--- src/tqjs_pkg.sv ---
// ----------------------------------------------------------------------------
// tqjs_pkg
// shared types and constants of the two-queue job sorter
// ----------------------------------------------------------------------------
package tqjs_pkg;

  localparam int QUEUE_DEPTH_DEF = 16;
  localparam int MAX_RESULTS     = 32;

  localparam int ID_W    = 16;
  localparam int PRIO_W  = 8;
  localparam int TIME_W  = 16;
  localparam int LABEL_W = 8;
  localparam int THR_W   = 16;

  // dump counters hold the sum of both queue counts (capped at 32)
  localparam int TOT_W = 7;

  localparam logic [THR_W-1:0] THR_RESET = 16'd7;

  // op queue between front and back
  localparam int OPQ_DEPTH = 2;
  localparam int OPQ_PTR_W = $clog2(OPQ_DEPTH);
  localparam int OPQ_CNT_W = $clog2(OPQ_DEPTH + 1);

  localparam logic CMD_INSERT = 1'b0;
  localparam logic CMD_DUMP   = 1'b1;
  localparam logic KIND_ACK   = 1'b0;
  localparam logic KIND_ENTRY = 1'b1;
  localparam logic SEL_FIFO   = 1'b0;
  localparam logic SEL_PRIO   = 1'b1;

  typedef struct packed {
    logic [ID_W-1:0]    id;
    logic [PRIO_W-1:0]  prio;
    logic [TIME_W-1:0]  burst;
    logic [LABEL_W-1:0] label;
  } job_t;

  // classified command handed from front to back
  typedef struct packed {
    logic dump;
    logic is_long;
    job_t job;
  } op_t;

  typedef struct packed {
    logic kind;
    logic queue_sel;
    logic full_drop;
    job_t job;
    logic empty_dump;
    logic last;
  } res_t;

endpackage

--- src/tqjs_if.sv ---
// ----------------------------------------------------------------------------
// tqjs_if
// job and result channels of the two-queue job sorter
// ----------------------------------------------------------------------------
interface tqjs_job_if;
  import tqjs_pkg::*;

  logic               valid;
  logic               ready;
  logic               cmd;
  logic [ID_W-1:0]    job_id;
  logic [PRIO_W-1:0]  job_priority;
  logic [TIME_W-1:0]  burst_time;
  logic [LABEL_W-1:0] label_byte;

  modport source (
    output valid, cmd, job_id, job_priority, burst_time, label_byte,
    input  ready
  );
  modport sink (
    input  valid, cmd, job_id, job_priority, burst_time, label_byte,
    output ready
  );
endinterface

interface tqjs_res_if;
  import tqjs_pkg::*;

  logic               valid;
  logic               ready;
  logic               kind;
  logic               queue_sel;
  logic               full_drop;
  logic [ID_W-1:0]    out_id;
  logic [PRIO_W-1:0]  out_priority;
  logic [TIME_W-1:0]  out_time;
  logic [LABEL_W-1:0] out_label;
  logic               empty_dump;
  logic               last;

  modport source (
    output valid, kind, queue_sel, full_drop, out_id, out_priority, out_time,
           out_label, empty_dump, last,
    input  ready
  );
  modport sink (
    input  valid, kind, queue_sel, full_drop, out_id, out_priority, out_time,
           out_label, empty_dump, last,
    output ready
  );
endinterface

--- src/two_queue_job_sorter_core.sv ---
// ----------------------------------------------------------------------------
// two_queue_job_sorter_core
// sorts jobs into a fifo queue or a priority queue and dumps both in order
// ----------------------------------------------------------------------------
// usage
//   jobs: one word per command; cmd insert carries a job, cmd dump reads out
//     the fifo queue and then the priority queue without removing anything
//   results: one ack word per insert (queue chosen, full drop flag, job
//     echoed), one word per stored entry on a dump, last marks the final word
//   cfg_wr_en / cfg_wr_data: write of long_job_threshold, only while idle
// flow and throughput
//   an accepted word enters the op queue, the back end takes it from there
//   when idle with a free output register, and registers the ack there;
//   with results.ready high and no dump running the back end takes one
//   insert per cycle
//   a dump first loads its total in a setup step, then streams one entry per
//   cycle while results.ready is high; the entries streamed are capped at 32
//   an empty dump answers with a single empty_dump word like an insert
//   the pace is set by the back end sequencer, which serves one command at
//   a time and, unless stalled, one dump entry per cycle through the output register
// reset
//   both queues empty, threshold back to 7, op queue empty, output valid cleared
// stall
//   while results.ready is low the output word holds; the two-entry op queue
//   keeps taking words until it fills, then jobs.ready drops
// ----------------------------------------------------------------------------
module two_queue_job_sorter_core #(
  parameter int QUEUE_DEPTH = tqjs_pkg::QUEUE_DEPTH_DEF
) (
  input  logic                       clk,
  input  logic                       rst,
  input  logic                       cfg_wr_en,
  input  logic [tqjs_pkg::THR_W-1:0] cfg_wr_data,
  tqjs_job_if.sink                   jobs,
  tqjs_res_if.source                 results
);
  import tqjs_pkg::*;

  // classified words from the front
  op_t  push_op;
  logic push_valid;
  logic push_ready;

  // head of the op queue toward the back
  op_t  pop_op;
  logic pop_valid;
  logic pop_ready;

  // front: threshold register and classification
  tqjs_front u_front (
    .clk         (clk),
    .rst         (rst),
    .cfg_wr_en   (cfg_wr_en),
    .cfg_wr_data (cfg_wr_data),
    .jobs        (jobs),
    .push_op     (push_op),
    .push_valid  (push_valid),
    .push_ready  (push_ready)
  );

  // decouples acceptance from execution
  tqjs_opq u_opq (
    .clk        (clk),
    .rst        (rst),
    .push_op    (push_op),
    .push_valid (push_valid),
    .push_ready (push_ready),
    .pop_op     (pop_op),
    .pop_valid  (pop_valid),
    .pop_ready  (pop_ready)
  );

  // back: the two queues, insert and dump
  tqjs_back #(
    .QUEUE_DEPTH (QUEUE_DEPTH)
  ) u_back (
    .clk      (clk),
    .rst      (rst),
    .op       (pop_op),
    .op_valid (pop_valid),
    .op_ready (pop_ready),
    .results  (results)
  );

endmodule

--- src/tqjs_front.sv ---
// ----------------------------------------------------------------------------
// tqjs_front
// accepts words, holds the threshold register and classifies each job
// ----------------------------------------------------------------------------
module tqjs_front (
  input  logic                      clk,
  input  logic                      rst,
  input  logic                      cfg_wr_en,
  input  logic [tqjs_pkg::THR_W-1:0] cfg_wr_data,
  tqjs_job_if.sink                  jobs,
  output tqjs_pkg::op_t             push_op,
  output logic                      push_valid,
  input  logic                      push_ready
);
  import tqjs_pkg::*;

  logic [THR_W-1:0] threshold;

  always_ff @(posedge clk) begin
    if (rst) begin
      threshold <= THR_RESET;
    end else if (cfg_wr_en) begin
      threshold <= cfg_wr_data;
    end
  end

  assign jobs.ready = push_ready;
  assign push_valid = jobs.valid;

  always_comb begin
    push_op.dump       = (jobs.cmd == CMD_DUMP);
    push_op.is_long    = (jobs.burst_time >= threshold);
    push_op.job.id     = jobs.job_id;
    push_op.job.prio   = jobs.job_priority;
    push_op.job.burst  = jobs.burst_time;
    push_op.job.label  = jobs.label_byte;
  end

endmodule

--- src/tqjs_opq.sv ---
// ----------------------------------------------------------------------------
// tqjs_opq
// short queue of classified commands between front and back
// ----------------------------------------------------------------------------
module tqjs_opq (
  input  logic          clk,
  input  logic          rst,
  input  tqjs_pkg::op_t push_op,
  input  logic          push_valid,
  output logic          push_ready,
  output tqjs_pkg::op_t pop_op,
  output logic          pop_valid,
  input  logic          pop_ready
);
  import tqjs_pkg::*;

  op_t                  slots [OPQ_DEPTH];
  logic [OPQ_PTR_W-1:0] wr_ptr;
  logic [OPQ_PTR_W-1:0] rd_ptr;
  logic [OPQ_CNT_W-1:0] count;
  logic                 do_push;
  logic                 do_pop;

  assign push_ready = (count != OPQ_CNT_W'(OPQ_DEPTH));
  assign pop_valid  = (count != '0);
  assign pop_op     = slots[rd_ptr];
  assign do_push    = push_valid && push_ready;
  assign do_pop     = pop_valid && pop_ready;

  always_ff @(posedge clk) begin
    if (rst) begin
      wr_ptr <= '0;
      rd_ptr <= '0;
      count  <= '0;
    end else begin
      if (do_push) begin
        wr_ptr <= (wr_ptr == OPQ_PTR_W'(OPQ_DEPTH - 1)) ? '0 : wr_ptr + 1'b1;
      end
      if (do_pop) begin
        rd_ptr <= (rd_ptr == OPQ_PTR_W'(OPQ_DEPTH - 1)) ? '0 : rd_ptr + 1'b1;
      end
      if (do_push && !do_pop) begin
        count <= count + 1'b1;
      end else if (do_pop && !do_push) begin
        count <= count - 1'b1;
      end
    end
  end

  always_ff @(posedge clk) begin
    if (do_push) begin
      slots[wr_ptr] <= push_op;
    end
  end

endmodule

--- src/tqjs_back.sv ---
// ----------------------------------------------------------------------------
// tqjs_back
// fifo and sorted priority line, insert execution and dump sequencer
// ----------------------------------------------------------------------------
module tqjs_back #(
  parameter int QUEUE_DEPTH = tqjs_pkg::QUEUE_DEPTH_DEF
) (
  input  logic          clk,
  input  logic          rst,
  input  tqjs_pkg::op_t op,
  input  logic          op_valid,
  output logic          op_ready,
  tqjs_res_if.source    results
);
  import tqjs_pkg::*;

  localparam int CNT_W = $clog2(QUEUE_DEPTH + 1);
  localparam int IDX_W = $clog2(QUEUE_DEPTH);

  localparam logic ST_IDLE = 1'b0;
  localparam logic ST_DUMP = 1'b1;

  job_t             fifo_mem  [QUEUE_DEPTH];
  job_t             prio_line [QUEUE_DEPTH];
  job_t             ins_src   [QUEUE_DEPTH];
  logic [QUEUE_DEPTH-1:0] ge;

  logic [CNT_W-1:0] fifo_count;
  logic [CNT_W-1:0] prio_count;
  logic             state;
  logic [TOT_W-1:0] dump_k;
  logic [TOT_W-1:0] dump_total;
  logic             out_valid;
  res_t             out_reg;

  logic             out_free;
  logic             take;
  logic             fifo_full;
  logic             prio_full;
  logic             fifo_ins;
  logic             prio_ins;
  logic [TOT_W-1:0] sum;
  logic [TOT_W-1:0] total_cap;
  logic             from_fifo;
  logic [TOT_W-1:0] prio_off;
  logic [IDX_W-1:0] fifo_rd_idx;
  logic [IDX_W-1:0] prio_rd_idx;
  job_t             dump_job;
  logic             dump_last;

  assign out_free  = !out_valid || results.ready;
  assign op_ready  = (state == ST_IDLE) && out_free;
  assign take      = op_valid && op_ready;
  assign fifo_full = (fifo_count == CNT_W'(QUEUE_DEPTH));
  assign prio_full = (prio_count == CNT_W'(QUEUE_DEPTH));
  assign fifo_ins  = take && !op.dump && op.is_long && !fifo_full;
  assign prio_ins  = take && !op.dump && !op.is_long && !prio_full;

  assign sum       = TOT_W'(fifo_count) + TOT_W'(prio_count);
  assign total_cap = (sum > TOT_W'(MAX_RESULTS)) ? TOT_W'(MAX_RESULTS) : sum;

  assign from_fifo   = (dump_k < TOT_W'(fifo_count));
  assign prio_off    = dump_k - TOT_W'(fifo_count);
  assign fifo_rd_idx = dump_k[IDX_W-1:0];
  assign prio_rd_idx = prio_off[IDX_W-1:0];
  assign dump_job    = from_fifo ? fifo_mem[fifo_rd_idx] : prio_line[prio_rd_idx];
  assign dump_last   = ((dump_k + 1'b1) == dump_total);

  // insert position: stored entries at or above the new priority stay put
  for (genvar i = 0; i < QUEUE_DEPTH; i++) begin : g_line
    assign ge[i] = (CNT_W'(i) < prio_count) && (prio_line[i].prio >= op.job.prio);
    if (i == 0) begin : g_head
      assign ins_src[i] = op.job;
    end else begin : g_body
      assign ins_src[i] = ge[i-1] ? op.job : prio_line[i-1];
    end
  end

  always_ff @(posedge clk) begin
    if (rst) begin
      state      <= ST_IDLE;
      out_valid  <= 1'b0;
      fifo_count <= '0;
      prio_count <= '0;
      dump_k     <= '0;
      dump_total <= '0;
    end else begin
      if (out_valid && results.ready) begin
        out_valid <= 1'b0;
      end
      case (state)
        ST_IDLE: begin
          if (take) begin
            if (!op.dump) begin
              out_valid <= 1'b1;
            end else if (total_cap == '0) begin
              out_valid <= 1'b1;
            end else begin
              state      <= ST_DUMP;
              dump_k     <= '0;
              dump_total <= total_cap;
            end
          end
          if (fifo_ins) begin
            fifo_count <= fifo_count + 1'b1;
          end
          if (prio_ins) begin
            prio_count <= prio_count + 1'b1;
          end
        end
        ST_DUMP: begin
          if (out_free) begin
            out_valid <= 1'b1;
            dump_k    <= dump_k + 1'b1;
            if (dump_last) begin
              state <= ST_IDLE;
            end
          end
        end
        default: state <= ST_IDLE;
      endcase
    end
  end

  always_ff @(posedge clk) begin
    if (fifo_ins) begin
      fifo_mem[fifo_count[IDX_W-1:0]] <= op.job;
    end
    if (prio_ins) begin
      for (int i = 0; i < QUEUE_DEPTH; i++) begin
        if (!ge[i]) begin
          prio_line[i] <= ins_src[i];
        end
      end
    end
  end

  always_ff @(posedge clk) begin
    if (state == ST_IDLE && take) begin
      out_reg.last <= 1'b1;
      if (!op.dump) begin
        out_reg.kind       <= KIND_ACK;
        out_reg.queue_sel  <= op.is_long ? SEL_FIFO : SEL_PRIO;
        out_reg.full_drop  <= op.is_long ? fifo_full : prio_full;
        out_reg.job        <= op.job;
        out_reg.empty_dump <= 1'b0;
      end else begin
        out_reg.kind       <= KIND_ENTRY;
        out_reg.queue_sel  <= SEL_FIFO;
        out_reg.full_drop  <= 1'b0;
        out_reg.job        <= '0;
        out_reg.empty_dump <= 1'b1;
      end
    end else if (state == ST_DUMP && out_free) begin
      out_reg.kind       <= KIND_ENTRY;
      out_reg.queue_sel  <= from_fifo ? SEL_FIFO : SEL_PRIO;
      out_reg.full_drop  <= 1'b0;
      out_reg.job        <= dump_job;
      out_reg.empty_dump <= 1'b0;
      out_reg.last       <= dump_last;
    end
  end

  assign results.valid        = out_valid;
  assign results.kind         = out_reg.kind;
  assign results.queue_sel    = out_reg.queue_sel;
  assign results.full_drop    = out_reg.full_drop;
  assign results.out_id       = out_reg.job.id;
  assign results.out_priority = out_reg.job.prio;
  assign results.out_time     = out_reg.job.burst;
  assign results.out_label    = out_reg.job.label;
  assign results.empty_dump   = out_reg.empty_dump;
  assign results.last         = out_reg.last;

endmodule

--- src/flat_wrapper.sv ---
// flat-port wrapper written by rule: the top's interface ports become plain ports
module two_queue_job_sorter_core_flat import tqjs_pkg::*;
#(
  parameter int QUEUE_DEPTH = tqjs_pkg::QUEUE_DEPTH_DEF
)
  (clk, rst, cfg_wr_en, cfg_wr_data, jobs_valid, jobs_cmd, jobs_job_id, jobs_job_priority, jobs_burst_time, jobs_label_byte, jobs_ready, results_valid, results_kind, results_queue_sel, results_full_drop, results_out_id, results_out_priority, results_out_time, results_out_label, results_empty_dump, results_last, results_ready);
  tqjs_job_if jobs_i ();
  tqjs_res_if results_i ();
  input  logic clk;
  input  logic rst;
  input  logic cfg_wr_en;
  input  logic [tqjs_pkg::THR_W-1:0] cfg_wr_data;
  input wire logic [$bits(jobs_i.valid)-1:0] jobs_valid;
  input wire logic [$bits(jobs_i.cmd)-1:0] jobs_cmd;
  input wire logic [$bits(jobs_i.job_id)-1:0] jobs_job_id;
  input wire logic [$bits(jobs_i.job_priority)-1:0] jobs_job_priority;
  input wire logic [$bits(jobs_i.burst_time)-1:0] jobs_burst_time;
  input wire logic [$bits(jobs_i.label_byte)-1:0] jobs_label_byte;
  output wire logic [$bits(jobs_i.ready)-1:0] jobs_ready;
  output wire logic [$bits(results_i.valid)-1:0] results_valid;
  output wire logic [$bits(results_i.kind)-1:0] results_kind;
  output wire logic [$bits(results_i.queue_sel)-1:0] results_queue_sel;
  output wire logic [$bits(results_i.full_drop)-1:0] results_full_drop;
  output wire logic [$bits(results_i.out_id)-1:0] results_out_id;
  output wire logic [$bits(results_i.out_priority)-1:0] results_out_priority;
  output wire logic [$bits(results_i.out_time)-1:0] results_out_time;
  output wire logic [$bits(results_i.out_label)-1:0] results_out_label;
  output wire logic [$bits(results_i.empty_dump)-1:0] results_empty_dump;
  output wire logic [$bits(results_i.last)-1:0] results_last;
  input wire logic [$bits(results_i.ready)-1:0] results_ready;
  assign jobs_i.valid = jobs_valid;
  assign jobs_i.cmd = jobs_cmd;
  assign jobs_i.job_id = jobs_job_id;
  assign jobs_i.job_priority = jobs_job_priority;
  assign jobs_i.burst_time = jobs_burst_time;
  assign jobs_i.label_byte = jobs_label_byte;
  assign jobs_ready = jobs_i.ready;
  assign results_valid = results_i.valid;
  assign results_kind = results_i.kind;
  assign results_queue_sel = results_i.queue_sel;
  assign results_full_drop = results_i.full_drop;
  assign results_out_id = results_i.out_id;
  assign results_out_priority = results_i.out_priority;
  assign results_out_time = results_i.out_time;
  assign results_out_label = results_i.out_label;
  assign results_empty_dump = results_i.empty_dump;
  assign results_last = results_i.last;
  assign results_i.ready = results_ready;
  two_queue_job_sorter_core #(.QUEUE_DEPTH(QUEUE_DEPTH)) u_core (.clk(clk), .rst(rst), .cfg_wr_en(cfg_wr_en), .cfg_wr_data(cfg_wr_data), .jobs(jobs_i), .results(results_i));
endmodule
--- config.mk ---
export PLATFORM = sky130hd
export DESIGN_NAME = two_queue_job_sorter_core_flat
export DESIGN_NICKNAME = d
export VERILOG_FILES = /design/src/tqjs_pkg.sv /design/src/tqjs_if.sv /design/src/two_queue_job_sorter_core.sv /design/src/tqjs_front.sv /design/src/tqjs_opq.sv /design/src/tqjs_back.sv /design/src/flat_wrapper.sv
export SDC_FILE = /design/constraint.sdc
export NUM_CORES = 2
export LEC_CHECK = 0
export ABC_AREA = 0
export ABC_CLOCK_PERIOD_IN_PS = 17940
export BUFFER_PORTS_ARGS = -buffer_cell sky130_fd_sc_hd__buf_2
export CELL_PAD_IN_SITES_DETAIL_PLACEMENT = 1
export CELL_PAD_IN_SITES_GLOBAL_PLACEMENT = 1
export CORE_MARGIN = 10
export CORE_UTILIZATION = 59
export DETAILED_ROUTE_END_ITERATION = 6
export PLACE_DENSITY = 0.91
export SLEW_MARGIN = 20
export SYNTH_ARGS = -nofsm -noshare
export SYNTH_HDL_FRONTEND = slang
export SYNTH_SLANG_ARGS = --single-unit
--- constraint.sdc ---
create_clock -name clk -period 17.94 [get_ports clk]
set_clock_uncertainty 0.2 [all_clocks]
set_input_delay 2.691 -clock clk [delete_from_list [all_inputs] [get_ports clk]]
set_output_delay 2.691 -clock clk [all_outputs]
set_load 0.05 [all_outputs]
==> results.yml <==
critical_path:
  criticalPathCategory: "reg -> reg"
  start_kind: "flop"
  endpoint_kind: "flop"
  crit_path_cell_trace: "inv_1, ha_1, xor2_4, buf_4, buf_4, buf_4, mux2i_1, o22ai_1, a22oi_1, nand2_1"
  cp.required_ns: 18.32
  cpPeakStageDelay_ns: 0.83
  cp.arrival_ns: 6.03
  crit_fanout: 44
  cpMaxStageDelayCell: "buf_4"
  crit_top_cell: "buf_4"
grt:
  grt_antenna_before_repair: 20
  grt-ovfl-total: 0
  grtUsageTotal: 0.394
  grt_first_pass_wirelength_um: 419000
  first_global_vias: 56900
  grt_max_degree: 126
clocking:
  clock_path_buffers: 3
  cts_buffers: 173
  cts.htree.levels: 4
  postCtsSetupBuffers: 0
  cts_root_buffer: "clkbuf_16"
  cts_hold_buf: 0
  cts_resized: 0
  cts_tree: "done"
  path_clk_slew_ns: 0.06
  insertion_delay_ns: 0.85
  cts_sinks: 1739
die:
  fp-row-count: 133
  io-pin-count: 125
  coreArea_um2: 132000
  die_w_um: 384
  die-height_um: 384
  initial_core_util: 0.595
  die_area_um2: 148000
synthesis:
  synthesis.area_um2: 78300
  syn_nets: 5101
  postSynthAreaPerCell_um2: 16.1
  yosys_most_used_dff: "edfxtp_1"
  yosysSeqAreaShare: 0.660
  syn-instance-count: 4867
  yosys-top-cells-count: "edfxtp_1 (1,688), a21oi_1 (955), mux4_2 (384), mux2_2 (296), clkbuf_1 (236)"
  synth_top_area_share: 0.647
  yosys_warnings: 0
  ys_top_cells_by_area: "edfxtp_1 (65%), mux4_2 (11%), a21oi_1 (6.1%)"
  ys_seq_elements: 1739
  ys_types: 59
  synth_edf_count: 1688
  yosysTopAreaCell: "edfxtp_1"
  synth.most_common_cell: "edfxtp_1"
  synthArstFlopShare: 0
finish:
  utilization: 0.660
  multi_input_area_um2: 25500
  drive_gt1_frac: 0.252
  fin_area_um2: 86900
  seq_area_um2: 51700
  area_growth_pct: 10.9
  fillers: 11300
  final_nets: 5176
detailed_routing:
  drtAntennaViolNets: 0
  wl_per_cell_um: 43.2
  num_vias: 54900
  via_per_inst: 8.01
  drtPass1Iterations: 6
  drt_iter0_drc: 10400
  drt_wl_total_um: 296000
  drc_errors: 0
flow_run:
  drv_cap: 0
timing:
  fin_tns_setup_ns: 0
  relSlewSlack: 0.167
  setup_viol: 0
  timing.final.crit_share: 0.315
  tightest_slew_ns: 1.25
  min_period_ns: 5.65
  clock.fmax_ghz: 0.177
  slew_violations: 0
  final_hold_viol_count: 0
  grt_setup_unrepaired: "no"
placement:
  gp_congestion: 0.878
  dpl-instance-area_um2: 81400
  portBuffers: 124
  dp_hpwl_um: 156000
run_status:
  status: "completed"
pwr:
  powerDensity_nw_per_um2: 160
  power.leakage_nw: 28.5
  ir_worst_vdd_mv: 0.254
worst_hold_path:
  hold_path_class: "reg -> reg"
layer usage:
layer	track usage	vias up	wire, um
met1	0.467	27200	90800
met4	0.240	18	23200
met5	0	-	128
li1	-	19600	-
met2	0.627	6258	139000
met3	0.129	1767	42600
worst max-delay path, delay by kind of cell, from the launching register on:
kind                       cells  cell delay [ns]
AOI/OAI and AO/OA              2             0.75
xor gates and xnor gates       1             0.16
adders and majority gates      1             0.48
buffers and inverters          4             2.47
DFF                            1             0.74
muxes                          1             0.38
and+or+nand+nor                1             0.13
layout make-up:
| type | instances | share of cell area |
|---|---|---|
| Tap cell | 1755 | 0.0253 |
| Timing Repair Buffer | 252 | 0.0186 |
| Inverter | 105 | 0.00454 |
| Antenna cell | 4 | 0.000115 |
| Clock buffer | 225 | 0.0538 |
| Multi-Input combinational cell | 2671 | 0.293 |
| Sequential cell | 1739 | 0.595 |
| Clock inverter | 97 | 0.00919 |
logic make-up after synthesis:
logic type | Yosys count | synth area share
AO/OA/AOI/OAI | 1219 | 0.0850
XOR/XNOR | 22 | 0.00246
adder cells (fa/ha/maj) | 164 | 0.0264
buffers and inverters | 457 | 0.0232
flip-flops | 1739 | 0.660
multiplexers | 890 | 0.180
AND/OR/NAND/NOR | 376 | 0.0230
worst paths after layout:
kind | startpoint | end | slack, ns | depth (start not counted)
hold reg to reg | u_core.u_back.results.last$_SDFFE_PP1P_ | u_core.u_back.results.last$_SDFFE_PP1P_ | 0.31 | 2
setup reg to reg | u_core.u_back.fifo_count[2]$_SDFFE_PP0P_ | u_core.u_back.results.out_time[11]$_DFFE_PP_ | 12.29 | 10
setup / recovery | u_core.u_back.fifo_count[2]$_SDFFE_PP0P_ | u_core.u_back.results.out_time[11]$_DFFE_PP_ | 12.29 | 10
hold / removal | u_core.u_back.results.last$_SDFFE_PP1P_ | u_core.u_back.results.last$_SDFFE_PP1P_ | 0.31 | 2
stage by stage:
step	hold WS, ns	std cells	total power, mW	setup WS, ns
floorplan	0.246	4867	8.07	8.01
global placement	0.269	6522	9.50	11.78
detailed placement	0.291	6522	9.82	11.70
CTS	0.309	6844	13.6	12.42
global route	0.324	6845	14.1	12.16
finish	0.312	6848	13.9	12.29
registers in the layout (all words and copies together) (netlist names), 2 cells and up, named ones only:
name                                count
u_core.u_back.fifo_mem                768
u_core.u_back.prio_line               768
u_core.u_opq.slots                    100
u_core.u_back.results.out_id           16
u_core.u_back.results.out_time         16
u_core.u_front.threshold               16
u_core.u_back.results.out_label         8
u_core.u_back.results.out_priority      8
u_core.u_back.dump_k                    7
u_core.u_back.dump_total                6
u_core.u_back.fifo_count                5
u_core.u_back.prio_count                5
u_core.u_opq.count                      2
report_power, final:
group	total (mW)	leakage, nW	internal (mW)	switching (mW)
Clock	3.67	2.67	1.98	1.69
Sequential	5.70	15.8	5.34	0.360
Combinational	4.53	10.0	1.27	3.26
placed cells by master, fill, tap and decap left out, drive strengths merged, types with 105 or more instances in the layout:
| master | count |
|---|---|
| a21oi | 956 |
| buf | 252 |
| clkbuf | 225 |
| edfxtp | 1688 |
| ha | 162 |
| inv | 105 |
| mux2 | 297 |
| mux2i | 209 |
| mux4 | 384 |
| nand2 | 126 |
Note: power is estimated with default switching activity, not from simulation.
